==> config.mk <==
export PLATFORM = sky130hd
export DESIGN_NAME = keypad_calculator_engine_top
export DESIGN_NICKNAME = d
export VERILOG_FILES = /design/src/kce_pkg.sv /design/src/kce_useq.sv /design/src/kce_datapath.sv /design/src/keypad_calculator_engine_top.sv
export SDC_FILE = /design/constraint.sdc
export NUM_CORES = 1
export LEC_CHECK = 0
export BUFFER_PORTS_ARGS = -buffer_cell sky130_fd_sc_hd__buf_2
export CORE_MARGIN = 4
export CORE_UTILIZATION = 45
export DETAILED_ROUTE_END_ITERATION = 6
export HOLD_SLACK_MARGIN = 0.1
export REMOVE_ABC_BUFFERS = 1
export SETUP_SLACK_MARGIN = 0.15
export SYNTH_ARGS = -nofsm -noshare
export SYNTH_HDL_FRONTEND = slang
export SYNTH_SLANG_ARGS = --single-unit
==> constraint.sdc <==
create_clock -name clk -period 5 [get_ports clk]
set_input_delay 1 -clock clk [delete_from_list [all_inputs] [get_ports clk]]
set_output_delay 1 -clock clk [all_outputs]
set_load 0.02 [all_outputs]
==> src/kce_pkg.sv <==
`timescale 1ns / 1ps
package kce_pkg;

	localparam int PC_W = 4;
	typedef logic [PC_W-1:0] upc_t;

	localparam logic [7:0] KEY_NONE  = 8'h00;
	localparam logic [7:0] KEY_0     = 8'h30;
	localparam logic [7:0] KEY_9     = 8'h39;
	localparam logic [7:0] KEY_PLUS  = 8'h2B;
	localparam logic [7:0] KEY_MINUS = 8'h2D;
	localparam logic [7:0] KEY_MUL   = 8'h2A;
	localparam logic [7:0] KEY_DIV   = 8'h2F;
	localparam logic [7:0] KEY_EQ    = 8'h3D;
	localparam logic [7:0] KEY_CLR   = 8'h43;

	typedef enum logic [2:0] {
		OP_NONE,
		OP_ADD,
		OP_SUB,
		OP_MUL,
		OP_DIV
	} op_t;

	typedef enum logic [3:0] {
		UOP_NOP,
		UOP_FETCH,
		UOP_PRECLEAR,
		UOP_APPLY,
		UOP_LOAD,
		UOP_RES_SIMPLE,
		UOP_MUL_STEP,
		UOP_RES_MUL,
		UOP_DIV_STEP,
		UOP_RES_DIV,
		UOP_EMIT
	} uop_t;

	typedef enum logic [2:0] {
		CND_ALWAYS,
		CND_NO_ITEM,
		CND_KEY_ZERO,
		CND_NOT_EQ,
		CND_OP_MUL,
		CND_OP_DIV,
		CND_MORE,
		CND_OUT_FREE
	} cond_t;

	typedef struct packed {
		uop_t  uop;
		cond_t cond;
		upc_t  target;
	} uword_t;

	typedef struct packed {
		logic no_item;
		logic key_zero;
		logic key_not_eq;
		logic op_mul;
		logic op_div;
		logic more;
		logic out_free;
	} dp_status_t;

	localparam upc_t PC_WAIT   = 4'd0;
	localparam upc_t PC_GATE   = 4'd1;
	localparam upc_t PC_PRE    = 4'd2;
	localparam upc_t PC_APPLY  = 4'd3;
	localparam upc_t PC_LOAD   = 4'd4;
	localparam upc_t PC_CHKDIV = 4'd5;
	localparam upc_t PC_SIMPLE = 4'd6;
	localparam upc_t PC_MUL    = 4'd7;
	localparam upc_t PC_MULRES = 4'd8;
	localparam upc_t PC_DIV    = 4'd9;
	localparam upc_t PC_DIVRES = 4'd10;
	localparam upc_t PC_EMIT   = 4'd11;
	localparam upc_t PC_HOLD   = 4'd12;

	// microcode: taken jump goes to target, otherwise pc + 1
	function automatic uword_t urom(input upc_t pc);
		uword_t w;
		unique case (pc)
			PC_WAIT: begin
				w.uop = UOP_FETCH; w.cond = CND_NO_ITEM; w.target = PC_WAIT;
			end
			PC_GATE: begin
				w.uop = UOP_NOP; w.cond = CND_KEY_ZERO; w.target = PC_WAIT;
			end
			PC_PRE: begin
				w.uop = UOP_PRECLEAR; w.cond = CND_ALWAYS; w.target = PC_APPLY;
			end
			PC_APPLY: begin
				w.uop = UOP_APPLY; w.cond = CND_NOT_EQ; w.target = PC_EMIT;
			end
			PC_LOAD: begin
				w.uop = UOP_LOAD; w.cond = CND_OP_MUL; w.target = PC_MUL;
			end
			PC_CHKDIV: begin
				w.uop = UOP_NOP; w.cond = CND_OP_DIV; w.target = PC_DIV;
			end
			PC_SIMPLE: begin
				w.uop = UOP_RES_SIMPLE; w.cond = CND_ALWAYS; w.target = PC_EMIT;
			end
			PC_MUL: begin
				w.uop = UOP_MUL_STEP; w.cond = CND_MORE; w.target = PC_MUL;
			end
			PC_MULRES: begin
				w.uop = UOP_RES_MUL; w.cond = CND_ALWAYS; w.target = PC_EMIT;
			end
			PC_DIV: begin
				w.uop = UOP_DIV_STEP; w.cond = CND_MORE; w.target = PC_DIV;
			end
			PC_DIVRES: begin
				w.uop = UOP_RES_DIV; w.cond = CND_ALWAYS; w.target = PC_EMIT;
			end
			PC_EMIT: begin
				w.uop = UOP_EMIT; w.cond = CND_OUT_FREE; w.target = PC_WAIT;
			end
			PC_HOLD: begin
				w.uop = UOP_NOP; w.cond = CND_ALWAYS; w.target = PC_EMIT;
			end
			default: begin
				w.uop = UOP_NOP; w.cond = CND_ALWAYS; w.target = PC_WAIT;
			end
		endcase
		return w;
	endfunction

endpackage

==> src/kce_useq.sv <==
`timescale 1ns / 1ps
module kce_useq import kce_pkg::*; (
	input  logic       clk,
	input  logic       arst_n,
	input  dp_status_t status,
	output uop_t       uop
);

	upc_t   pc_q;
	uword_t uw;
	logic   take;

	always_comb begin
		uw = urom(pc_q);
	end

	always_comb begin
		unique case (uw.cond)
			CND_ALWAYS:   take = 1'b1;
			CND_NO_ITEM:  take = status.no_item;
			CND_KEY_ZERO: take = status.key_zero;
			CND_NOT_EQ:   take = status.key_not_eq;
			CND_OP_MUL:   take = status.op_mul;
			CND_OP_DIV:   take = status.op_div;
			CND_MORE:     take = status.more;
			CND_OUT_FREE: take = status.out_free;
			default:      take = 1'b1;
		endcase
	end

	always_ff @(posedge clk or negedge arst_n) begin
		if (!arst_n) begin
			pc_q <= PC_WAIT;
		end else begin
			pc_q <= take ? uw.target : upc_t'(pc_q + 1'b1);
		end
	end

	assign uop = uw.uop;

endmodule

==> src/kce_datapath.sv <==
`timescale 1ns / 1ps
module kce_datapath import kce_pkg::*; #(
	parameter int VALUE_WIDTH = 16
) (
	input  logic                    clk,
	input  logic                    arst_n,
	input  uop_t                    uop,
	output dp_status_t              status,
	input  logic                    in_valid,
	output logic                    in_ready,
	input  logic [7:0]              key_code,
	output logic                    out_valid,
	input  logic                    out_ready,
	output logic [7:0]              echo_char,
	output logic                    clear_before,
	output logic                    clear_after,
	output logic                    result_valid,
	output logic signed [15:0]      result_value,
	output logic                    divide_by_zero
);

	localparam int W  = VALUE_WIDTH;
	localparam int CW = $clog2(VALUE_WIDTH);

	// architectural state
	logic [W-1:0] first_q, second_q;
	op_t          op_q;
	logic         ent_q, fneg_q, sneg_q, shown_q;

	// per-item flags
	logic         clrb_q, clra_q, rvalid_q, dz_q, neg_q;

	// work registers
	logic [7:0]    key_q;
	logic [W-1:0]  x_q, y_q, z_q, r_q;
	logic [CW-1:0] cnt_q;

	logic          out_valid_q;
	logic [7:0]    out_echo_q;
	logic          out_clrb_q, out_clra_q, out_rv_q, out_dz_q;
	logic [15:0]   out_res_q;

	logic          key_digit, last, out_free, emitting, borrow;
	logic [W-1:0]  digit, acc_src, acc_next;
	logic [W-1:0]  va, vb, ma, mb, mul_sum, simple_res;
	logic [W:0]    trial;

	assign key_digit = (key_q >= KEY_0) && (key_q <= KEY_9);
	assign digit     = W'(key_q - KEY_0);
	assign acc_src   = ent_q ? second_q : first_q;
	assign acc_next  = (acc_src << 3) + (acc_src << 1) + digit;

	assign va = fneg_q ? -first_q : first_q;
	assign vb = sneg_q ? -second_q : second_q;
	assign ma = first_q[W-1] ? -first_q : first_q;
	assign mb = second_q[W-1] ? -second_q : second_q;

	assign mul_sum = z_q + (y_q[0] ? x_q : '0);
	assign trial   = {z_q, x_q[W-1]} - {1'b0, y_q};
	assign borrow  = trial[W];

	always_comb begin
		case (op_q)
			OP_ADD:  simple_res = va + vb;
			OP_SUB:  simple_res = va - vb;
			default: simple_res = '0;
		endcase
	end

	assign last     = (cnt_q == CW'(W - 1));
	assign out_free = !out_valid_q || out_ready;
	assign emitting = (uop == UOP_EMIT) && out_free;
	assign in_ready = (uop == UOP_FETCH);

	always_comb begin
		status.no_item    = !in_valid;
		status.key_zero   = (key_q == KEY_NONE);
		status.key_not_eq = (key_q != KEY_EQ);
		status.op_mul     = (op_q == OP_MUL);
		status.op_div     = (op_q == OP_DIV);
		status.more       = !last;
		status.out_free   = out_free;
	end

	always_ff @(posedge clk or negedge arst_n) begin
		if (!arst_n) begin
			first_q  <= '0;
			second_q <= '0;
			op_q     <= OP_NONE;
			ent_q    <= 1'b0;
			fneg_q   <= 1'b0;
			sneg_q   <= 1'b0;
			shown_q  <= 1'b0;
			clrb_q   <= 1'b0;
			clra_q   <= 1'b0;
			rvalid_q <= 1'b0;
			dz_q     <= 1'b0;
			neg_q    <= 1'b0;
		end else begin
			unique case (uop)
				UOP_PRECLEAR: begin
					if (shown_q) begin
						first_q  <= '0;
						second_q <= '0;
						op_q     <= OP_NONE;
						ent_q    <= 1'b0;
						fneg_q   <= 1'b0;
						sneg_q   <= 1'b0;
						shown_q  <= 1'b0;
					end
					clrb_q   <= shown_q;
					clra_q   <= 1'b0;
					rvalid_q <= 1'b0;
					dz_q     <= 1'b0;
				end
				UOP_APPLY: begin
					if (key_digit) begin
						if (ent_q) begin
							second_q <= acc_next;
						end else begin
							first_q <= acc_next;
						end
					end else begin
						case (key_q)
							KEY_PLUS: begin
								if (first_q != '0 && op_q == OP_NONE) begin
									op_q  <= OP_ADD;
									ent_q <= 1'b1;
								end
							end
							KEY_MINUS: begin
								if (first_q != '0 && op_q == OP_NONE) begin
									op_q  <= OP_SUB;
									ent_q <= 1'b1;
								end else if (first_q == '0) begin
									fneg_q <= 1'b1;
								end else begin
									sneg_q <= 1'b1;
									ent_q  <= 1'b1;
								end
							end
							KEY_MUL: begin
								op_q  <= OP_MUL;
								ent_q <= 1'b1;
							end
							KEY_DIV: begin
								op_q  <= OP_DIV;
								ent_q <= 1'b1;
							end
							KEY_EQ: begin
								shown_q <= 1'b1;
							end
							KEY_CLR: begin
								first_q  <= '0;
								second_q <= '0;
								op_q     <= OP_NONE;
								ent_q    <= 1'b0;
								fneg_q   <= 1'b0;
								sneg_q   <= 1'b0;
								shown_q  <= 1'b0;
								clra_q   <= 1'b1;
							end
							default: begin
							end
						endcase
					end
				end
				UOP_LOAD: begin
					dz_q     <= (op_q == OP_DIV) && (second_q == '0);
					rvalid_q <= (op_q != OP_NONE);
					neg_q    <= first_q[W-1] ^ fneg_q ^ second_q[W-1] ^ sneg_q;
				end
				default: begin
				end
			endcase
		end
	end

	always_ff @(posedge clk) begin
		unique case (uop)
			UOP_FETCH: begin
				if (in_valid) begin
					key_q <= key_code;
				end
			end
			UOP_PRECLEAR: begin
				r_q <= '0;
			end
			UOP_LOAD: begin
				if (op_q == OP_MUL) begin
					x_q <= va;
					y_q <= vb;
				end else begin
					x_q <= ma;
					y_q <= mb;
				end
				z_q   <= '0;
				cnt_q <= '0;
			end
			UOP_MUL_STEP: begin
				z_q   <= mul_sum;
				x_q   <= x_q << 1;
				y_q   <= y_q >> 1;
				cnt_q <= cnt_q + 1'b1;
			end
			UOP_DIV_STEP: begin
				if (!borrow) begin
					z_q <= trial[W-1:0];
				end else begin
					z_q <= {z_q[W-2:0], x_q[W-1]};
				end
				x_q   <= {x_q[W-2:0], !borrow};
				cnt_q <= cnt_q + 1'b1;
			end
			UOP_RES_SIMPLE: begin
				r_q <= simple_res;
			end
			UOP_RES_MUL: begin
				r_q <= z_q;
			end
			UOP_RES_DIV: begin
				r_q <= dz_q ? '0 : (neg_q ? -x_q : x_q);
			end
			default: begin
			end
		endcase
	end

	always_ff @(posedge clk or negedge arst_n) begin
		if (!arst_n) begin
			out_valid_q <= 1'b0;
		end else if (emitting) begin
			out_valid_q <= 1'b1;
		end else if (out_ready) begin
			out_valid_q <= 1'b0;
		end
	end

	always_ff @(posedge clk) begin
		if (emitting) begin
			out_echo_q <= key_q;
			out_clrb_q <= clrb_q;
			out_clra_q <= clra_q;
			out_rv_q   <= rvalid_q;
			out_dz_q   <= dz_q;
			out_res_q  <= 16'({{16{r_q[W-1]}}, r_q});
		end
	end

	assign out_valid      = out_valid_q;
	assign echo_char      = out_echo_q;
	assign clear_before   = out_clrb_q;
	assign clear_after    = out_clra_q;
	assign result_valid   = out_rv_q;
	assign result_value   = $signed(out_res_q);
	assign divide_by_zero = out_dz_q;

endmodule

==> src/keypad_calculator_engine_top.sv <==
`timescale 1ns / 1ps
// channel   signals                        payload
// -------   ----------------------------   -------------------------------------
// in        in_valid / in_ready            key_code
// out       out_valid / out_ready          echo_char, clear_before, clear_after,
//                                          result_valid, result_value, divide_by_zero
//
// One item at a time, run by a 13-step microprogram. Key zero gives no output.
// Other keys go to the output register; '=' with add, subtract or no operation
// first loads and forms a simple result; multiply and divide loop over the bits
// (one bit per cycle through the shared x/y/z work registers). arst_n clears the
// sequencer, calculator state and out_valid only. A full output register loops
// the sequencer between its emit and hold steps; in_ready is high only at fetch.
module keypad_calculator_engine_top import kce_pkg::*; #(
	parameter int VALUE_WIDTH = 16
) (
	input  logic               clk,
	input  logic               arst_n,
	input  logic               in_valid,
	output logic               in_ready,
	input  logic [7:0]         key_code,
	output logic               out_valid,
	input  logic               out_ready,
	output logic [7:0]         echo_char,
	output logic               clear_before,
	output logic               clear_after,
	output logic               result_valid,
	output logic signed [15:0] result_value,
	output logic               divide_by_zero
);

	uop_t       uop;
	dp_status_t status;

	kce_useq u_useq (
		.clk    (clk),
		.arst_n (arst_n),
		.status (status),
		.uop    (uop)
	);

	kce_datapath #(
		.VALUE_WIDTH (VALUE_WIDTH)
	) u_dp (
		.clk            (clk),
		.arst_n         (arst_n),
		.uop            (uop),
		.status         (status),
		.in_valid       (in_valid),
		.in_ready       (in_ready),
		.key_code       (key_code),
		.out_valid      (out_valid),
		.out_ready      (out_ready),
		.echo_char      (echo_char),
		.clear_before   (clear_before),
		.clear_after    (clear_after),
		.result_valid   (result_valid),
		.result_value   (result_value),
		.divide_by_zero (divide_by_zero)
	);

endmodule

; ---- Word-level counts from Yosys, hierarchy flattened
; Memories as Yosys holds them, arrays and structs flattened.
; Cells that the tools add are included.
[word_totals]
word_cells = 182
reg_bits = 153
output_inout_bits = 30
mem_bits_ro = 176
mem_count = 1
[classes]
n_eq_ne = 45
addsub = 12
muxes = 59
order_cmp = 2
n_reduce_logical = 34
n_bitwise = 3
[mem_list]
columns = memory, words, width, read_ports, rd_ports_with_merged_regs, write_ports, line_no
row1 = (name not given), 16, 11, 1, 0, 0, kce_pkg.sv:83  ; unique case (pc)
[ops]
columns = cell, count
row1 = 2-to-1 mux 16 bit, 16
row2 = one-hot mux 16 bit (2 select lines), 4
row3 = one-hot mux 16 bit (3 select lines), 2
row4 = adder 16 bit, 4
row5 = one-hot mux 16 bit (4 select lines), 1
row6 = negator 16 bit, 3
row7 = == test 8 x 6 -> 1 bit (second input constant), 5
row8 = logical NOT 16 bit, 2
row9 = AND reduction 6 bit, 4
row10 = one-hot mux 1 bit (2 select lines), 10
row11 = != test 3 x 2 -> 1 bit (second input constant), 6
row12 = subtractor 17 x 16 -> 17 bit, 1
row13 = == test 4 x 3 -> 1 bit (second input constant), 4
row14 = == test 4 bit (second input constant), 4
row15 = nonzero test 16 bit, 1
row16 = subtractor 16 bit, 1
row17 = == test 3 bit (second input constant), 5
row18 = 2-to-1 mux 1 bit, 15
row19 = 2-to-1 mux 15 bit, 1
row20 = one-hot mux 3 bit (5 select lines), 1
row21 = == test 3 x 2 -> 1 bit (second input constant), 4
row22 = 2-to-1 mux 3 bit, 4
row23 = != test 3 bit (second input constant), 4
row24 = nonzero test 2 bit, 5
row25 = 31 further kinds, 48

; ---- Logic depth before layout (Yosys ltp)
; Gate-level depths: netlist (run 1).
[depth]
ltp_word = 6
depth_mapped = 18

; ---- Cells and area by module
; Synthesis (run 1) repeated with hierarchy kept, for this count alone.
[hier_totals]
hier_cells = 1320
hier_area_um2 = 12156.7
[by_module_without_submodules]
columns = module, n_inst, cells_each, area_per_inst_um2
row1 = kce_datapath, 1, 1245, 11551.1
row2 = kce_useq, 1, 75, 605.6

; ---- Least setup slack after synthesis (run 1)
; No wires, ideal clock.
[synth_path]
kind = flip-flop to flip-flop
start = reg u_useq.pc_q[0]
end = reg u_dp.out_clra_q (netlist: u_dp.clear_after) (enable)
arrival_time_ps = 3643
synth_period_minus_slack_ps = 4097
path_stages_with_launch = 8
path_slack_ps = 903
setup_ps = 454
path_buffers = 0
t_required_ps = 4546
path_cell_list = dfrtp_1 inv_1 ha_1 nand2b_1 a21oi_1 a21o_1 nand2_1 nor3b_1
[synth_between]
elab_chain_len = 3
[synth_rtl]
columns = item, line_no
row1 = from (decl), kce_useq.sv:9  ; upc_t pc_q;
row2 = from (signal assigned), kce_useq.sv:35  ; pc_q <= take ? uw.target : upc_t'(pc_q + 1'b1);
row3 = memory read (16 x 11 bit), -
row4 = == test 4 bit, kce_datapath.sv:72  ; assign emitting = (uop == UOP_EMIT) && out_free;
row5 = logical AND 1 bit, kce_datapath.sv:72
row6 = via u_dp.emitting, kce_datapath.sv:43  ; logic key_digit, last, out_free, emitting, borrow;
row7 = to (signal assigned), kce_datapath.sv:243  ; out_clra_q <= clra_q;
row8 = to (decl), kce_datapath.sv:40  ; logic out_clrb_q, out_clra_q, out_rv_q, out_dz_q;
; The timed path passes the listed nets, and every way through them passes these cells.
; A chain may end at the register's enable or synchronous reset.

; ---- Worst setup path in the final report (run 1)
[layout_path]
start = reg u_dp.second_q[0]
end = reg u_dp.r_q[15] (data pin)
[layout_between]
elab_chain_len = 5
word_cells_on_any_way = 6
cone_classes = 3 x add/sub / 3 x mux
[layout_rtl]
columns = item, line_no
row1 = from (decl), kce_datapath.sv:26  ; logic [W-1:0] first_q, second_q;
row2 = from (signal assigned), kce_datapath.sv:119  ; second_q <= acc_next;
row3 = negator 16 bit, kce_datapath.sv:54  ; assign vb = sneg_q ? -second_q : second_q;
row4 = 2-to-1 mux 16 bit (*), kce_datapath.sv:54
row5 = subtractor 16 bit or adder 16 bit (tied branches), "kce_datapath.sv:65, kce_datapath.sv:64"
row6 = one-hot mux 16 bit (2 select lines) (*), kce_datapath.sv:63  ; case (op_q)
row7 = one-hot mux 16 bit (4 select lines) (*), kce_datapath.sv:180  ; unique case (uop)
row8 = to (signal assigned), kce_datapath.sv:216  ; r_q <= simple_res;
row9 = to (signal assigned), kce_datapath.sv:219  ; r_q <= z_q;
row10 = to (signal assigned), kce_datapath.sv:222  ; r_q <= dz_q ? '0 : (neg_q ? -x_q : x_q);
row11 = to (decl), kce_datapath.sv:35  ; logic [W-1:0] x_q, y_q, z_q, r_q;
; Every way passes the cells marked *; elsewhere a longest branch is shown, timed or not.

==> results of run 1 <==
## power breakdown
part / internal [W] / switching (W) / total, W / leakage [nW]
Combinational: 0.00211 / 0.00322 / 0.00534 / 3.58
Clock: 0.000658 / 0.000597 / 0.00125 / 0.277
Sequential: 0.00197 / 0.000446 / 0.00242 / 1.65
## Yosys cell counts (all sizes together) (5+ instances only)
cell type / instances
edfxtp: 104
a21oi: 84
o211ai: 6
mux2i: 28
o22ai: 10
buf: 13
nand3b: 5
nor3: 35
o21a: 15
a211oi: 8
ha: 78
clkbuf: 46
o21ai: 69
inv: 56
mux2: 33
and2: 20
o221ai: 9
nor2b: 13
a21o: 18
fa: 16
a31oi: 8
dfrtp: 49
or3: 22
xor2: 58
and3: 10
nor4: 9
nand3: 27
nand2b: 20
nor2: 132
nand2: 118
or2: 7
o31ai: 28
a21boi: 6
xnor2: 77
## metal layers
metal,routed length [um],track usage [%],vias to the layer above
met5,0,0,-
met1,14940,30.76,4581
li1,-,-,4720
met3,1175,2.574,31
met2,14080,33.78,226
met4,572,5.822,0
## metrics by stage
stage | util [%] | instances | hold WS (ps) | total power, W | setup slack (ps)
4_1_cts | 50.32 | 1669 | 416.8 | 0.009002 | 710.6
3_3_place_gp | 48.15 | 1637 | 403.8 | 0.007678 | 798.4
2_1_floorplan | - | 1239 | 400.3 | 0.006219 | 709.4
6_report | 50.32 | 1669 | 414.0 | 0.009004 | 693.9
5_1_grt | 50.32 | 1669 | 414.2 | 0.009701 | 373.5
3_5_place_dp | 48.15 | 1637 | 404.5 | 0.007725 | 724.5
## state kept, by name, summed over array words and instances (netlist names), 3 cells and up
signal	flops
u_dp.y_q	16
u_dp.first_q	16
u_dp.r_q	16
u_dp.z_q	16
u_dp.echo_char	8
u_dp.cnt_q	4
u_useq.pc_q	4
u_dp.op_q	3
u_dp.result_value	16
u_dp.second_q	16
u_dp.key_q	8
u_dp.x_q	16
## final cells by class
class | instances | area (sq um)
Tap cell | 335 | 419.2
Timing Repair Buffer | 63 | 370.4
Clock inverter | 15 | 143.9
Clock buffer | 17 | 425.4
Sequential cell | 153 | 4349
Multi-Input combinational cell | 1030 | 7269
Inverter | 56 | 210.2
Fill cell | 2442 | 13020
## logic make-up after synthesis
kind of cell    after synthesis  share of synthesized area (%)
flops                       153                          36.12
xor+xnor                    136                          10.01
buf+inv                     115                          3.772
mux                          61                          5.414
simple gates                433                          17.46
compound gates              306                          16.47
fa+ha+maj                    94                          10.76
## final timing paths
kind / from / end / slack (ps) / depth (start not counted)
min: u_dp.r_q[10]$_SDFFCE_PN0P_ / u_dp.result_value[10]$_DFFE_PP_ / 410 / 0
max reg2reg: u_dp.second_q[0]$_DFFE_PN0P_ / u_dp.r_q[15]$_SDFFCE_PN0P_ / 690 / 17
min in group asynchronous: arst_n / u_dp.clrb_q$_DFFE_PN0P_ / 670 / 2
max: u_dp.second_q[0]$_DFFE_PN0P_ / u_dp.r_q[15]$_SDFFCE_PN0P_ / 690 / 17
max in group asynchronous: arst_n / u_dp.second_q[10]$_DFFE_PN0P_ / 3870 / 2
min reg2reg: u_dp.r_q[10]$_SDFFCE_PN0P_ / u_dp.result_value[10]$_DFFE_PP_ / 410 / 0
## critical path: stages (launching register included)
cell	delay [ps]
dfrtp_1	480
inv_1	140
ha_1	300
or4b_4	520
mux2_2	290
a2bb2oi_2	160
o31a_2	180
nor2_1	50
xor2_1	150
ha_1	340
a21o_1	190
a21oi_1	150
o21ai_0	170
nor3_1	250
o31ai_1	160
a31oi_1	210
xor2_1	190
o221ai_2	110
==> flow_metrics.tcl, run 1 <==
set metrics [dict create \
    layout.nets 1427 \
    stdcell_area_sq_mm 0.01319 \
    period_needed_ps 4306 \
    num_io_pins 42 \
    ys_seq_area_share_pct 36.12 \
    synth-seq-cells 153 \
    antenna_found_initial 0 \
    cts_buffers 17 \
    cts_max_path_buffers 2 \
    syn_to_final_growth_pct 9.517 \
    initial_core_util_pct 45.95 \
    drc 0 \
    power_density_mw_per_mm2 682.8 \
    postPlaceCellArea_sq_mm 0.01262 \
    core_area_sq_mm 0.02621 \
    rsz0062_at_grt "false" \
    end_kind "flop" \
    worst_slew_pin_slew_ps 1102 \
    overflow 0 \
    finalHoldViolCount 0 \
    ys_types 82 \
    clock_latency_ps 430 \
    period_share_pct 86.12 \
    drive_gt1_share_pct 11.84 \
    drt_wl_total_mm 30.77 \
    synth_edf_count 104 \
    numClockSinks 153 \
    setup_viol 0 \
    viasPerCell 5.727 \
    die_area_sq_mm 0.02944 \
    grt_pass1_vias 9098 \
    via_count 9558 \
    synthArstFlopShare_pct 32.03 \
    synth_top_area_share_pct 25.94 \
    maxCapViolCount 0 \
    hold_path_class "reg2reg" \
    grt_max_degree 50 \
    htreeDepth 4 \
    synth_area_leader_cell "edfxtp_1" \
    port_buffers 41 \
    syn_area_sq_mm 0.01204 \
    drv_slew 0 \
    cts.clk_slew.worst_paths_ps 70 \
    fin_skew_ps 15.97 \
    tns_ps 0 \
    drt_iter0_markers 721 \
    synth_cells 1298 \
    cts.repair.resized 0 \
    layout_common_cells "128 x nor2_1, 117 x nand2_1, 104 x edfxtp_1, 84 x a21oi_1, 78 x ha_1" \
    dp_hpwl_mm 23.71 \
    max_freq_mhz 232.2 \
    grt_usage_pct 21.25 \
    p_leak_nw 5.503 \
    clockRootBuffer "clkbuf_16" \
    max-vdd-ir-drop_mv 0.2560 \
    first_pass_iters 5 \
    holdBufCountCts 0 \
    antenna-diode-count 0 \
    antenna_left 0 \
    cp_max_fo 8 \
    synth_warnings 0 \
    rows 59 \
    synth_area_leaders "edfxtp_1 26%, dfrtp_1 10%, ha_1 8.1%" \
    postCtsSetupRepairBufs 0 \
    fp.dieH_um 171.6 \
    worstPathRequired_ps 5150 \
    arrival_ps 4460 \
    die_w_um 171.6 \
    final_common_cell "nor2_1" \
    cts_tree "yes" \
    yosys_most_used_dff "edfxtp_1" \
    grt_pass1_wl_mm 49.73 \
    critPathLaunchType "flop" \
    path_class "reg2reg" \
    place.gp.congestion 0.8667 \
    relSlewSlack_pct 26.47 \
    syn_avg_cell_area_sq_um 9.277 \
    routedWlPerCell_um 18.44 \
    status "complete, no violations" \
]
No activity file was read; power rests on OpenSTA's default activity.
==> inputs of run 2 (changes only) <==
- ABC_AREA: default -> 1
==> run 2 against run 1 <==
Flip-flop and latch count did not move. Sequential share of layout area fell by 0.91 points. Utilization fell by 0.14 points. Critical path type unchanged.
==> flow_metrics.tcl, run 2 <==
set metrics [dict create \
    tns_ps 0 \
    syn_avg_cell_area_sq_um 7.603 \
    path_class "reg2reg" \
    synth_cells 1628 \
    layout.nets 1770 \
    synth-seq-cells 153 \
    end_kind "flop" \
    cts.clk_slew.worst_paths_ps 90 \
    first_pass_iters 5 \
    stdcell_area_sq_mm 0.01356 \
    grt_max_degree 50 \
    initial_core_util_pct 45.80 \
    hold_path_class "reg2reg" \
    rsz0062_at_grt "false" \
    ys_seq_area_share_pct 35.14 \
    yosys_most_used_dff "edfxtp_1" \
    port_buffers 41 \
    num_io_pins 42 \
    yosysMostFrequentCell "nand2_1" \
    crit_buf_inv 2 \
    drv_slew 0 \
    overflow 0 \
    cp_max_fo 8 \
    synth_edf_count 104 \
    period_needed_ps 4033 \
    postPlaceCellArea_sq_mm 0.01295 \
    syn_area_sq_mm 0.01238 \
    rows 60 \
    antenna-diode-count 0 \
    numClockSinks 153 \
    relSlewSlack_pct 27.16 \
    arrival_ps 4220 \
    setup_viol 0 \
    drt_wl_total_mm 36.05 \
    core_area_sq_mm 0.02703 \
    place.gp.congestion 0.9303 \
    maxCapViolCount 0 \
    drt_iter0_markers 862 \
    die_area_sq_mm 0.03022 \
    period_share_pct 80.66 \
    synth_top_area_share_pct 25.23 \
    antenna_found_initial 0 \
    synthArstFlopShare_pct 32.03 \
    routedWlPerCell_um 17.86 \
    status "complete, no violations" \
    crit_chain "clkinv_1 > ha_1 > nand2_1 > nor2_1 > nand2_1 > nand2_1 > nand2_1 > o21ai_0 > nor2_1 > inv_1 > nor2_1 > nand3_1 > nand2_1 > xor2_1 > ha_1 > a21oi_1 > o21bai_1 > a21oi_1 > o21ai_0 > a41oi_1 > nand3_1 > nand3_1 > nand2_1" \
    fin_skew_ps 20.42 \
    worstPathRequired_ps 5190 \
    worst_slew_pin_slew_ps 1084 \
    holdBufCountCts 0 \
    drive_gt1_share_pct 9.183 \
    grt_pass1_vias 10458 \
    ys_types 52 \
    via_count 11088 \
    antenna_left 0 \
    cp_common_cell "nand2_1" \
    drc 0 \
    max_freq_mhz 248.0 \
    clock_latency_ps 440 \
    crit_family "simple AND/OR/NAND/NOR gates" \
    cts_max_path_buffers 2 \
    synth_commonest_cells "364 x nand2_1, 193 x inv_1, 160 x o21ai_0, 125 x nor2_1, 111 x a21oi_1" \
    cts.repair.resized 0 \
    grt_usage_pct 24.05 \
    clockRootBuffer "clkbuf_16" \
    fp.dieH_um 173.8 \
    htreeDepth 4 \
    die_w_um 173.8 \
    dp_hpwl_mm 28.52 \
    synth_area_leader_cell "edfxtp_1" \
    cts_tree "yes" \
    cp_slowest_cell "dfrtp_1" \
    grt_pass1_wl_mm 57.91 \
    synth_area_leaders "edfxtp_1 25%, nand2_1 11%, dfrtp_1 9.9%" \
    final_common_cell "nand2_1" \
    nFillCells 2674 \
    cts_buffers 17 \
    finalHoldViolCount 0 \
    synth_warnings 0 \
    postCtsSetupRepairBufs 0 \
    critPathLaunchType "flop" \
    viasPerCell 5.495 \
    syn_to_final_growth_pct 9.574 \
    max_stage_delay_ps 410 \
    layout_common_cells "364 x nand2_1, 193 x inv_1, 160 x o21ai_0, 124 x nor2_1, 111 x a21oi_1" \
]
run 2: cell count changes after synthesis, moves of 33 or more:
cell and change:
nand2_1 +247, inv_1 +137, o21ai_0 +95, nand3_1 +74
xnor2_1 -61, mux2_2 -33
run 2: worst paths after layout:
check                                        startpoint  slack (ps)                             end  depth (start not counted)
setup reg to reg           u_dp.second_q[0]$_DFFE_PN0P_         970      u_dp.r_q[15]$_SDFFCE_PN0P_                         23
hold reg to reg               u_dp.r_q[6]$_SDFFCE_PN0P_         420  u_dp.result_value[6]$_DFFE_PP_                          0
setup / recovery           u_dp.second_q[0]$_DFFE_PN0P_         970      u_dp.r_q[15]$_SDFFCE_PN0P_                         23
min in group asynchronous                        arst_n         670        u_useq.pc_q[3]$_DFF_PN0_                          2
max in group asynchronous                        arst_n        3860   u_dp.second_q[13]$_DFFE_PN0P_                          2
hold / removal                u_dp.r_q[6]$_SDFFCE_PN0P_         420  u_dp.result_value[6]$_DFFE_PP_                          0
run 2: cells by family (layout without fill, tap and decap cells):
group | count (synthesis) | in the layout | share of synthesized area [%]
compound gates | 399 | 399 | 18.67
fa+ha+maj | 94 | 94 | 10.47
xor+xnor | 61 | 61 | 4.317
flops | 153 | 153 | 35.14
buf+inv | 251 | 300 | 8.016
simple gates | 670 | 670 | 23.38
run 2: layout make-up:
cell class,instances,area [sq um],share of cell area [%]
inverters,210,795.8,5.868
clock buffers,17,425.4,3.137
well taps,341,426.7,3.146
flip-flops and latches,153,4349,32.07
repair buffers,58,332.8,2.454
clock inverters,15,187.7,1.384
multi-input cells,1224,7044,51.94
run 2: stage by stage:
step | std cells | worst slack [ps] | hold slack, ps | util (%)
finish | 2018 | 967.1 | 418.0 | 50.18
CTS | 2018 | 1000 | 422.6 | 50.18
global placement | 1986 | 1129 | 400.9 | 47.91
detailed placement | 1986 | 1022 | 405.4 | 47.91
floorplan | 1587 | 1438 | 400.3 | -
global route | 2018 | 486.4 | 422.2 | 50.18
run 2: routing by layer:
metal / part of all wire, % / track usage (%)
met1: 47 / 34.43
met2: 45 / 37.98
met3: 4.6 / 2.552
met4: 3.0 / 8.611
met5: 0 / 0
Power of run 2 is not shown: default switching activity piles up to over one toggle a cycle in this logic, so the estimate is an artifact.
